### src/rtl/fvle_pkg.sv
`timescale 1ns / 1ps
`default_nettype none

package fvle_pkg;

    // Default of the texture set limit
    localparam int MAX_TEX_SETS_DEF = 8;

    // Depth of the job queue between front and back
    localparam int QUEUE_DEPTH = 2;

    // Element type codes
    localparam logic [2:0] TYPE_F1    = 3'd0;
    localparam logic [2:0] TYPE_F2    = 3'd1;
    localparam logic [2:0] TYPE_F3    = 3'd2;
    localparam logic [2:0] TYPE_F4    = 3'd3;
    localparam logic [2:0] TYPE_COLOR = 3'd4;
    localparam logic [2:0] TYPE_UB4   = 3'd5;

    // Element usage codes
    localparam logic [2:0] USAGE_POS     = 3'd0;
    localparam logic [2:0] USAGE_POST    = 3'd1;
    localparam logic [2:0] USAGE_BWEIGHT = 3'd2;
    localparam logic [2:0] USAGE_BINDEX  = 3'd3;
    localparam logic [2:0] USAGE_NORMAL  = 3'd4;
    localparam logic [2:0] USAGE_PSIZE   = 3'd5;
    localparam logic [2:0] USAGE_COLOR   = 3'd6;
    localparam logic [2:0] USAGE_TEX     = 3'd7;

    // Bit positions of the fixed elements in the job mask, in emit order
    localparam int NUM_FIXED = 7;
    localparam logic [2:0] ELEM_POS  = 3'd0;
    localparam logic [2:0] ELEM_WGT  = 3'd1;
    localparam logic [2:0] ELEM_IDX  = 3'd2;
    localparam logic [2:0] ELEM_NRM  = 3'd3;
    localparam logic [2:0] ELEM_PSZ  = 3'd4;
    localparam logic [2:0] ELEM_DIF  = 3'd5;
    localparam logic [2:0] ELEM_SPC  = 3'd6;

    // Texture size codes
    localparam logic [1:0] TEX_SZ_F2 = 2'd0;
    localparam logic [1:0] TEX_SZ_F3 = 2'd1;
    localparam logic [1:0] TEX_SZ_F4 = 2'd2;
    localparam logic [1:0] TEX_SZ_F1 = 2'd3;

    // Classified fixed part of one format code
    typedef struct packed {
        logic [NUM_FIXED-1:0] elem_mask;
        logic                 pos_rhw;
        logic [2:0]           wgt_cnt;
    } job_t;

    function automatic logic [2:0] tex_type(input logic [1:0] sz);
        logic [2:0] t;
        case (sz)
            TEX_SZ_F2: t = TYPE_F2;
            TEX_SZ_F3: t = TYPE_F3;
            TEX_SZ_F4: t = TYPE_F4;
            TEX_SZ_F1: t = TYPE_F1;
            default:   t = TYPE_F2;
        endcase
        return t;
    endfunction

    function automatic logic [4:0] tex_bytes(input logic [1:0] sz);
        logic [4:0] b;
        case (sz)
            TEX_SZ_F2: b = 5'd8;
            TEX_SZ_F3: b = 5'd12;
            TEX_SZ_F4: b = 5'd16;
            TEX_SZ_F1: b = 5'd4;
            default:   b = 5'd8;
        endcase
        return b;
    endfunction

endpackage

`default_nettype wire

### src/rtl/fvle_front.sv
`timescale 1ns / 1ps
`default_nettype none

module fvle_front
    import fvle_pkg::*;
#(
    parameter int MAX_TEX_SETS = MAX_TEX_SETS_DEF
)
(
    input  wire logic [31:0]                         format_code,
    output job_t                                     job,
    output logic [$clog2(MAX_TEX_SETS+1)-1:0]        tex_cnt,
    output logic [2*MAX_TEX_SETS-1:0]                tex_sizes
);

    localparam int TEX_CW = $clog2(MAX_TEX_SETS + 1);

    logic [2:0] mode_lo;
    logic       mode_hi;
    logic       is_xyz;
    logic       is_rhw;
    logic       is_blend;
    logic       has_idx;
    logic [2:0] betas;
    logic [2:0] wgt_raw;
    logic [2:0] wgt;
    logic [3:0] tex_raw;

    // Decode the position mode
    always_comb
    begin
        mode_lo  = format_code[3:1];
        mode_hi  = format_code[14];
        is_xyz   = !mode_hi && (mode_lo == 3'd1);
        is_rhw   = !mode_hi && (mode_lo == 3'd2);
        is_blend = !mode_hi && (mode_lo >= 3'd3);
        has_idx  = is_blend && (format_code[12] || format_code[15]);
        betas    = mode_lo - 3'd2;
        wgt_raw  = betas - {2'b00, has_idx};
        wgt      = (wgt_raw > 3'd4) ? 3'd4 : wgt_raw;
    end

    // Build the element mask in emit order
    always_comb
    begin
        job.elem_mask           = '0;
        job.elem_mask[ELEM_POS] = is_xyz || is_rhw || is_blend;
        job.elem_mask[ELEM_WGT] = is_blend && (wgt != 3'd0);
        job.elem_mask[ELEM_IDX] = has_idx;
        job.elem_mask[ELEM_NRM] = format_code[4] && !is_rhw;
        job.elem_mask[ELEM_PSZ] = format_code[5];
        job.elem_mask[ELEM_DIF] = format_code[6];
        job.elem_mask[ELEM_SPC] = format_code[7];
        job.pos_rhw             = is_rhw;
        job.wgt_cnt             = wgt;
    end

    // Cap the texture set count and pick out the size codes
    always_comb
    begin
        tex_raw = format_code[11:8];
        if (tex_raw > 4'(MAX_TEX_SETS))
        begin
            tex_cnt = TEX_CW'(MAX_TEX_SETS);
        end
        else
        begin
            tex_cnt = TEX_CW'(tex_raw);
        end
        tex_sizes = format_code[16 +: 2*MAX_TEX_SETS];
    end

endmodule

`default_nettype wire

### src/rtl/fvle_queue.sv
`timescale 1ns / 1ps
`default_nettype none

module fvle_queue
    import fvle_pkg::*;
#(
    parameter int WIDTH = 16
)
(
    input  wire logic             clk,
    input  wire logic             rst_n,
    input  wire logic             push_valid,
    output logic                  push_ready,
    input  wire logic [WIDTH-1:0] push_data,
    output logic                  pop_valid,
    input  wire logic             pop_ready,
    output logic [WIDTH-1:0]      pop_data
);

    localparam int PW = (QUEUE_DEPTH > 1) ? $clog2(QUEUE_DEPTH) : 1;
    localparam int CW = $clog2(QUEUE_DEPTH + 1);

    logic [WIDTH-1:0] mem [QUEUE_DEPTH];
    logic [PW-1:0]    wr_ptr_reg, wr_ptr_next;
    logic [PW-1:0]    rd_ptr_reg, rd_ptr_next;
    logic [CW-1:0]    count_reg, count_next;
    logic             do_push;
    logic             do_pop;

    assign push_ready = (count_reg != CW'(QUEUE_DEPTH));
    assign pop_valid  = (count_reg != '0);
    assign pop_data   = mem[rd_ptr_reg];
    assign do_push    = push_valid && push_ready;
    assign do_pop     = pop_valid && pop_ready;

    // Advance pointers and occupancy
    always_comb
    begin
        wr_ptr_next = wr_ptr_reg;
        rd_ptr_next = rd_ptr_reg;
        count_next  = count_reg;
        if (do_push)
        begin
            wr_ptr_next = (wr_ptr_reg == PW'(QUEUE_DEPTH - 1)) ? '0 : wr_ptr_reg + 1'b1;
        end
        if (do_pop)
        begin
            rd_ptr_next = (rd_ptr_reg == PW'(QUEUE_DEPTH - 1)) ? '0 : rd_ptr_reg + 1'b1;
        end
        if (do_push && !do_pop)
        begin
            count_next = count_reg + 1'b1;
        end
        else if (do_pop && !do_push)
        begin
            count_next = count_reg - 1'b1;
        end
    end

    always_ff @(posedge clk or negedge rst_n)
    begin
        if (!rst_n)
        begin
            wr_ptr_reg <= '0;
            rd_ptr_reg <= '0;
            count_reg  <= '0;
        end
        else
        begin
            wr_ptr_reg <= wr_ptr_next;
            rd_ptr_reg <= rd_ptr_next;
            count_reg  <= count_next;
        end
    end

    // Store the incoming word
    always_ff @(posedge clk)
    begin
        if (do_push)
        begin
            mem[wr_ptr_reg] <= push_data;
        end
    end

endmodule

`default_nettype wire

### src/rtl/fvle_back.sv
`timescale 1ns / 1ps
`default_nettype none

module fvle_back
    import fvle_pkg::*;
#(
    parameter int MAX_TEX_SETS = MAX_TEX_SETS_DEF
)
(
    input  wire logic                                  clk,
    input  wire logic                                  rst_n,
    input  wire logic                                  q_valid,
    output logic                                       q_ready,
    input  wire job_t                                  q_job,
    input  wire logic [$clog2(MAX_TEX_SETS+1)-1:0]     q_tex_cnt,
    input  wire logic [2*MAX_TEX_SETS-1:0]             q_tex_sizes,
    output logic                                       out_valid,
    input  wire logic                                  out_ready,
    output logic [2:0]                                 elem_type,
    output logic [2:0]                                 elem_usage,
    output logic [2:0]                                 usage_slot,
    output logic [7:0]                                 byte_offset,
    output logic                                       is_end
);

    localparam int TEX_CW = $clog2(MAX_TEX_SETS + 1);

    logic                    busy_reg, busy_next;
    logic [NUM_FIXED-1:0]    mask_reg, mask_next;
    logic                    pos_rhw_reg, pos_rhw_next;
    logic [2:0]              wgt_cnt_reg, wgt_cnt_next;
    logic [TEX_CW-1:0]       tex_cnt_reg, tex_cnt_next;
    logic [TEX_CW-1:0]       tex_idx_reg, tex_idx_next;
    logic [2*MAX_TEX_SETS-1:0] tex_sizes_reg, tex_sizes_next;
    logic [7:0]              offset_reg, offset_next;

    logic                    out_valid_reg, out_valid_next;
    logic [2:0]              out_type_reg, out_type_next;
    logic [2:0]              out_usage_reg, out_usage_next;
    logic [2:0]              out_slot_reg, out_slot_next;
    logic [7:0]              out_offset_reg, out_offset_next;
    logic                    out_end_reg, out_end_next;

    logic                    adv;
    logic                    has_fixed;
    logic                    has_tex;
    logic                    at_end;
    logic                    load;
    logic [2:0]              sel;
    logic [2:0]              e_type;
    logic [2:0]              e_usage;
    logic [2:0]              e_slot;
    logic [4:0]              e_size;
    logic [1:0]              tex_sz;

    assign out_valid   = out_valid_reg;
    assign elem_type   = out_type_reg;
    assign elem_usage  = out_usage_reg;
    assign usage_slot  = out_slot_reg;
    assign byte_offset = out_offset_reg;
    assign is_end      = out_end_reg;

    // Output register advances when empty or taken
    assign adv       = !out_valid_reg || out_ready;
    assign has_fixed = (mask_reg != '0);
    assign has_tex   = (tex_idx_reg < tex_cnt_reg);
    assign at_end    = busy_reg && !has_fixed && !has_tex;
    assign q_ready   = adv && (!busy_reg || at_end);
    assign load      = q_valid && q_ready;
    assign tex_sz    = tex_sizes_reg[1:0];

    // Pick the lowest pending fixed element
    always_comb
    begin
        sel = ELEM_POS;
        for (int i = NUM_FIXED - 1; i >= 0; i--)
        begin
            if (mask_reg[i])
            begin
                sel = 3'(i);
            end
        end
    end

    // Describe the element to emit
    always_comb
    begin
        e_type  = TYPE_F1;
        e_usage = USAGE_POS;
        e_slot  = 3'd0;
        e_size  = 5'd0;
        if (has_fixed)
        begin
            case (sel)
                ELEM_POS:
                begin
                    e_type  = pos_rhw_reg ? TYPE_F4 : TYPE_F3;
                    e_usage = pos_rhw_reg ? USAGE_POST : USAGE_POS;
                    e_size  = pos_rhw_reg ? 5'd16 : 5'd12;
                end
                ELEM_WGT:
                begin
                    e_type  = wgt_cnt_reg - 3'd1;
                    e_usage = USAGE_BWEIGHT;
                    e_size  = {wgt_cnt_reg, 2'b00};
                end
                ELEM_IDX:
                begin
                    e_type  = TYPE_UB4;
                    e_usage = USAGE_BINDEX;
                    e_size  = 5'd4;
                end
                ELEM_NRM:
                begin
                    e_type  = TYPE_F3;
                    e_usage = USAGE_NORMAL;
                    e_size  = 5'd12;
                end
                ELEM_PSZ:
                begin
                    e_type  = TYPE_F1;
                    e_usage = USAGE_PSIZE;
                    e_size  = 5'd4;
                end
                ELEM_DIF:
                begin
                    e_type  = TYPE_COLOR;
                    e_usage = USAGE_COLOR;
                    e_size  = 5'd4;
                end
                ELEM_SPC:
                begin
                    e_type  = TYPE_COLOR;
                    e_usage = USAGE_COLOR;
                    e_slot  = 3'd1;
                    e_size  = 5'd4;
                end
                default:
                begin
                    e_type  = TYPE_F1;
                    e_usage = USAGE_POS;
                end
            endcase
        end
        else
        begin
            e_type  = tex_type(tex_sz);
            e_usage = USAGE_TEX;
            e_slot  = 3'(tex_idx_reg);
            e_size  = tex_bytes(tex_sz);
        end
    end

    // Sequence the job and fill the output register
    always_comb
    begin
        busy_next       = busy_reg;
        mask_next       = mask_reg;
        pos_rhw_next    = pos_rhw_reg;
        wgt_cnt_next    = wgt_cnt_reg;
        tex_cnt_next    = tex_cnt_reg;
        tex_idx_next    = tex_idx_reg;
        tex_sizes_next  = tex_sizes_reg;
        offset_next     = offset_reg;
        out_valid_next  = out_valid_reg;
        out_type_next   = out_type_reg;
        out_usage_next  = out_usage_reg;
        out_slot_next   = out_slot_reg;
        out_offset_next = out_offset_reg;
        out_end_next    = out_end_reg;

        if (adv)
        begin
            out_valid_next = busy_reg;
            if (busy_reg)
            begin
                if (at_end)
                begin
                    out_type_next   = TYPE_F1;
                    out_usage_next  = USAGE_POS;
                    out_slot_next   = 3'd0;
                    out_offset_next = 8'd0;
                    out_end_next    = 1'b1;
                    busy_next       = 1'b0;
                end
                else
                begin
                    out_type_next   = e_type;
                    out_usage_next  = e_usage;
                    out_slot_next   = e_slot;
                    out_offset_next = offset_reg;
                    out_end_next    = 1'b0;
                    offset_next     = offset_reg + 8'(e_size);
                    if (has_fixed)
                    begin
                        mask_next = mask_reg & (mask_reg - 1'b1);
                    end
                    else
                    begin
                        tex_idx_next   = tex_idx_reg + 1'b1;
                        tex_sizes_next = tex_sizes_reg >> 2;
                    end
                end
            end
        end

        // Take the next job from the queue
        if (load)
        begin
            busy_next      = 1'b1;
            mask_next      = q_job.elem_mask;
            pos_rhw_next   = q_job.pos_rhw;
            wgt_cnt_next   = q_job.wgt_cnt;
            tex_cnt_next   = q_tex_cnt;
            tex_idx_next   = '0;
            tex_sizes_next = q_tex_sizes;
            offset_next    = 8'd0;
        end
    end

    always_ff @(posedge clk or negedge rst_n)
    begin
        if (!rst_n)
        begin
            busy_reg      <= 1'b0;
            out_valid_reg <= 1'b0;
        end
        else
        begin
            busy_reg      <= busy_next;
            out_valid_reg <= out_valid_next;
        end
    end

    always_ff @(posedge clk)
    begin
        mask_reg       <= mask_next;
        pos_rhw_reg    <= pos_rhw_next;
        wgt_cnt_reg    <= wgt_cnt_next;
        tex_cnt_reg    <= tex_cnt_next;
        tex_idx_reg    <= tex_idx_next;
        tex_sizes_reg  <= tex_sizes_next;
        offset_reg     <= offset_next;
        out_type_reg   <= out_type_next;
        out_usage_reg  <= out_usage_next;
        out_slot_reg   <= out_slot_next;
        out_offset_reg <= out_offset_next;
        out_end_reg    <= out_end_next;
    end

endmodule

`default_nettype wire

### src/rtl/fvf_vertex_layout_expander_unit.sv
`timescale 1ns / 1ps
`default_nettype none

// Vertex layout expander. Each word taken on the s_ side is a 32-bit flexible
// vertex format code; the m_ side returns one word per vertex element that
// the code describes (position, blend weights and indices, normal, point
// size, diffuse, specular, then up to MAX_TEX_SETS texture sets), each with
// its running byte offset, followed by an end word flagged by m_tlast. A
// format code yields between one and sixteen words. The back-end sequencer
// emits one word per cycle unless the output stalls, and takes the next code
// from the queue as it emits the current code's end word. A two-entry job
// queue after the decoder lets the input side take up to two further codes
// while the sequencer is busy or the output is stalled. No configuration and
// no clearing pass: the input can take a word as soon as reset is released.
module fvf_vertex_layout_expander_unit
    import fvle_pkg::*;
#(
    parameter int MAX_TEX_SETS = MAX_TEX_SETS_DEF
)
(
    input  wire logic        clk,
    input  wire logic        rst_n,
    input  wire logic        s_tvalid,
    output logic             s_tready,
    input  wire logic [31:0] s_tdata,   // [31:0] format_code
    output logic             m_tvalid,
    input  wire logic        m_tready,
    output logic [23:0]      m_tdata,   // [2:0] elem_type, [5:3] elem_usage,
                                        // [8:6] usage_slot, [16:9] byte_offset,
                                        // [23:17] zero
    output logic             m_tlast    // is_end
);

    localparam int TEX_CW = $clog2(MAX_TEX_SETS + 1);
    localparam int TEX_SW = 2 * MAX_TEX_SETS;
    localparam int JOB_W  = $bits(job_t) + TEX_CW + TEX_SW;

    job_t              f_job;
    logic [TEX_CW-1:0] f_tex_cnt;
    logic [TEX_SW-1:0] f_tex_sizes;

    logic              q_pop_valid;
    logic              q_pop_ready;
    logic [JOB_W-1:0]  q_pop_data;
    job_t              q_job;
    logic [TEX_CW-1:0] q_tex_cnt;
    logic [TEX_SW-1:0] q_tex_sizes;

    logic [2:0]        elem_type;
    logic [2:0]        elem_usage;
    logic [2:0]        usage_slot;
    logic [7:0]        byte_offset;
    logic              is_end;

    // Classify the incoming format code
    fvle_front #(
        .MAX_TEX_SETS (MAX_TEX_SETS)
    ) u_front (
        .format_code (s_tdata),
        .job         (f_job),
        .tex_cnt     (f_tex_cnt),
        .tex_sizes   (f_tex_sizes)
    );

    // Hold classified jobs until the sequencer takes them
    fvle_queue #(
        .WIDTH (JOB_W)
    ) u_queue (
        .clk        (clk),
        .rst_n      (rst_n),
        .push_valid (s_tvalid),
        .push_ready (s_tready),
        .push_data  ({f_tex_sizes, f_tex_cnt, f_job}),
        .pop_valid  (q_pop_valid),
        .pop_ready  (q_pop_ready),
        .pop_data   (q_pop_data)
    );

    assign {q_tex_sizes, q_tex_cnt, q_job} = q_pop_data;

    // Walk the elements of each job
    fvle_back #(
        .MAX_TEX_SETS (MAX_TEX_SETS)
    ) u_back (
        .clk         (clk),
        .rst_n       (rst_n),
        .q_valid     (q_pop_valid),
        .q_ready     (q_pop_ready),
        .q_job       (q_job),
        .q_tex_cnt   (q_tex_cnt),
        .q_tex_sizes (q_tex_sizes),
        .out_valid   (m_tvalid),
        .out_ready   (m_tready),
        .elem_type   (elem_type),
        .elem_usage  (elem_usage),
        .usage_slot  (usage_slot),
        .byte_offset (byte_offset),
        .is_end      (is_end)
    );

    assign m_tdata = {7'd0, byte_offset, usage_slot, elem_usage, elem_type};
    assign m_tlast = is_end;

    // End word carries all-zero fields
    assert property (@(posedge clk) disable iff (!rst_n)
        m_tvalid && m_tlast |-> m_tdata[16:0] == 17'd0)
        else $error("end word has nonzero fields");

    // Pretransformed position is always the first element
    assert property (@(posedge clk) disable iff (!rst_n)
        m_tvalid && !m_tlast && m_tdata[5:3] == USAGE_POST |-> m_tdata[16:9] == 8'd0)
        else $error("pretransformed position not at offset zero");

    // Offsets stay within the largest possible vertex
    assert property (@(posedge clk) disable iff (!rst_n)
        m_tvalid |-> m_tdata[16:9] <= 8'd184)
        else $error("byte offset out of range");

    // Input stalls only when the job queue holds work
    assert property (@(posedge clk) disable iff (!rst_n)
        !s_tready |-> q_pop_valid)
        else $error("input stalled with empty job queue");

endmodule

`default_nettype wire
### config.mk
export PLATFORM = sky130hd
export DESIGN_NAME = fvf_vertex_layout_expander_unit
export DESIGN_NICKNAME = d
export VERILOG_FILES = /design/src/rtl/fvle_pkg.sv /design/src/rtl/fvle_front.sv /design/src/rtl/fvle_queue.sv /design/src/rtl/fvle_back.sv /design/src/rtl/fvf_vertex_layout_expander_unit.sv
export SDC_FILE = /design/constraint.sdc
export NUM_CORES = 1
export LEC_CHECK = 0
export BUFFER_PORTS_ARGS = -buffer_cell sky130_fd_sc_hd__buf_2
export CAP_MARGIN = 15
export CORE_MARGIN = 2
export CORE_UTILIZATION = 63
export CTS_BUF_LIST = sky130_fd_sc_hd__clkbuf_16
export DETAILED_ROUTE_END_ITERATION = 8
export HOLD_SLACK_MARGIN = 0.02
export PLACE_DENSITY = 0.94
export RECOVER_POWER = 50
export SETUP_SLACK_MARGIN = 0.1
export SLEW_MARGIN = 20
export SYNTH_ARGS = -nofsm -noshare
export SYNTH_HDL_FRONTEND = slang
export SYNTH_HIERARCHICAL = 1
export SYNTH_SLANG_ARGS = --single-unit
### constraint.sdc
create_clock -name clk -period 8.5 [get_ports clk]
set_input_delay 1.7 -clock clk [delete_from_list [all_inputs] [get_ports clk]]
set_output_delay 1.7 -clock clk [all_outputs]
set_load 0.03 [all_outputs]
==> results_dict.tcl <==
set metrics [dict create \
    status "finished with violations" \
    violations "max-capacitance violations, max-slew violations" \
    drt_iter0_markers 302 \
    grt_usage_pct 23.3 \
    avgSynthCellArea_um2 14.1 \
    grt_start_max_net_pins 34 \
    min_from "u_queue/count_reg[1]$_DFFE_PN0P_" \
    rsz0062_at_grt "false" \
    synth-seq-cells 125 \
    ir_drop_mv 0.201 \
    leakagePower_uw 0.00267 \
    cts.path.max_buffers 2 \
    drc_errors 0 \
    reg2reg_slack_ns 4.88 \
    cts_root_buffer "clkbuf_16" \
    fmax_mhz 277 \
    tns_ns 0 \
    wl_per_cell_um 18.6 \
    cp_max_fo 6 \
    tightest_slew_ns 1.82 \
    grt_antenna_before_repair 0 \
    nNetsFinal 528 \
    grt_pass1_vias 3524 \
    cp-end-kind "flop" \
    die_h_um 102 \
    initial_utilization_pct 65.4 \
    worstSetupPathType "flop to flop" \
    cp.required_ns 8.84 \
    slew_headroom_pct -21.3 \
    syn_inst 433 \
    pre_cts_ws_ns 4.83 \
    core_area_mm2 0.00933 \
    cts.clk_slew.worst_paths_ns 0.06 \
    final_common_cell "edfxtp_1" \
    cap_viol_max_count 3 \
    ant_nets 0 \
    clk_latency_ns 0.41 \
    htree_num_levels 4 \
    grt_pass1_wl_mm 18.0 \
    dieWidth_um 102 \
    ys.flop_type "edfxtp_1" \
    ys_warn_count 6 \
    cts_setup_buffers 0 \
    timing_max_transition_violations_final 97 \
    finalClockSkew_ns 0.0102 \
    worst_slack_ns 4.88 \
    crit_start "u_back/mask_reg[0]$_SDFFCE_PN0P_" \
    fin_crit_sh_pct 42.5 \
    cts_sinks 125 \
    drive_above_1_share_pct 26.0 \
    dp_hpwl_mm 6.87 \
    synthToLayoutAreaGrowth_pct 11.0 \
    top_level_ports 63 \
    fp-row-count 35 \
    synthArstFlopShare_pct 4.80 \
    hold_viol_final 0 \
    design_power_total_uw 2010 \
    dr.pass1.iters 5 \
    routed_via_density 5.95 \
    gp_congestion 0.977 \
    cts_made_buffers 17 \
    fin_crit_ns 3.62 \
    start_kind "flop" \
    placed_cells 582 \
    synth_edf_count 109 \
    mostFrequentLayoutCells "edfxtp_1 (109), buf_2 (39), mux2_4 (31)" \
    r2r-start "u_back/mask_reg[0]$_SDFFCE_PN0P_" \
    synth_area_mm2 0.00610 \
    ctsHoldBuffers 0 \
    ys_types 61 \
    arrival_ns 3.95 \
    postLayoutCoreUtil_pct 72.6 \
    setup_viol 0 \
    holdCritPathClass "flop to flop" \
    diodes 0 \
    final_cells 614 \
    die_area_mm2 0.0105 \
    seq_area_frac_synth_pct 59.4 \
    portBuffers 51 \
    cts_tree "built" \
    power_density_mw_per_mm2 298 \
    post_cts_resized 0 \
    num_vias 3651 \
    wirelength_mm 11.4 \
    overflow 0 \
    largest_register_ffs 62 \
]
## routing by layer
layer,track usage [%],wire [um]
met2,38.2,5770
met1,28.8,4510
met5,0,0
met4,10.6,327
met3,6.63,818
## stage by stage
stage / cell area, um2 / hold slack [ns]
floorplan: 6120 / 0.456
global placement: 6220 / 0.473
detailed placement: 6220 / 0.479
CTS: 6820 / 0.490
global route: 6770 / 0.521
finish: 6770 / 0.484
## worst max-delay path, cell delays in order (launching register included)
cell and delay (ns):
edfxtp_1 0.48, or2_0 0.41, or2_2 0.39, inv_1 0.09, ha_1 0.22, a221oi_1 0.09
a32oi_1 0.18, a2bb2oi_1 0.24, ha_1 0.23, inv_1 0.06, fa_1 0.40, nor2b_1 0.12
o2111ai_1 0.15, a211o_1 0.32, a31oi_1 0.15
## report_power, final
group          switching (uW)  total, uW  internal, uW
clock                     286        728           442
combinational             198        390           192
sequential               91.0        897           806
## synthesized netlist by cell type, types with 5 or more instances
cell type  count  area (um2)
o21ai_0        8        40.0
a211oi_1       7        52.6
buf_4         31         233
ha_1          19         238
and3_1         5        31.3
mux2_4        37         556
inv_1         26        97.6
dfxtp_1       10         200
xnor2_1        5        43.8
edfxtp_1     109        3270
o211ai_1       6        45.0
clkbuf_1       5        18.8
mux2i_1        5        50.1
a21oi_1       17        85.1
dfrtp_1        6         150
and2_1         9        56.3
mux2_2        11         124
nor2b_1        6        37.5
nor2_1        21        78.8
nand3_1        6        30.0
nand2_1       17        63.8
## cell families after synthesis
logic type,count (synthesis),synth area share [%]
other,2,0.123
AO/OA/AOI/OAI,66,7.88
buffers and inverters,70,7.61
flip-flops,125,59.4
XOR/XNOR,8,1.15
adder cells (fa/ha/maj),20,4.23
AND/OR/NAND/NOR,89,7.63
multiplexers,53,12.0
## path summary, 6_finish.rpt
| path | cells past startpoint | end |
|---|---|---|
| hold / removal | 1 | u_queue/count_reg[1]$_DFFE_PN0P_ |
| hold reg to reg | 1 | u_queue/count_reg[1]$_DFFE_PN0P_ |
| max in group asynchronous | 1 | u_back/busy_reg$_DFFE_PN0P_ |
| min in group asynchronous | 1 | u_queue/wr_ptr_reg$_DFFE_PN0P_ |
| setup / recovery | 14 | u_back/offset_reg[6]$_SDFFE_PP0P_ |
| setup reg to reg | 14 | u_back/offset_reg[6]$_SDFFE_PP0P_ |
## area by class of cell
cell class	instances	area [um2]
flip-flops and latches	125	3620
fillers	542	2560
multi-input cells	245	2010
clock buffers	17	425
repair buffers	55	263
clock inverters	15	176
well taps	129	161
inverters	28	110
No activity file was read; power rests on OpenSTA's default activity.
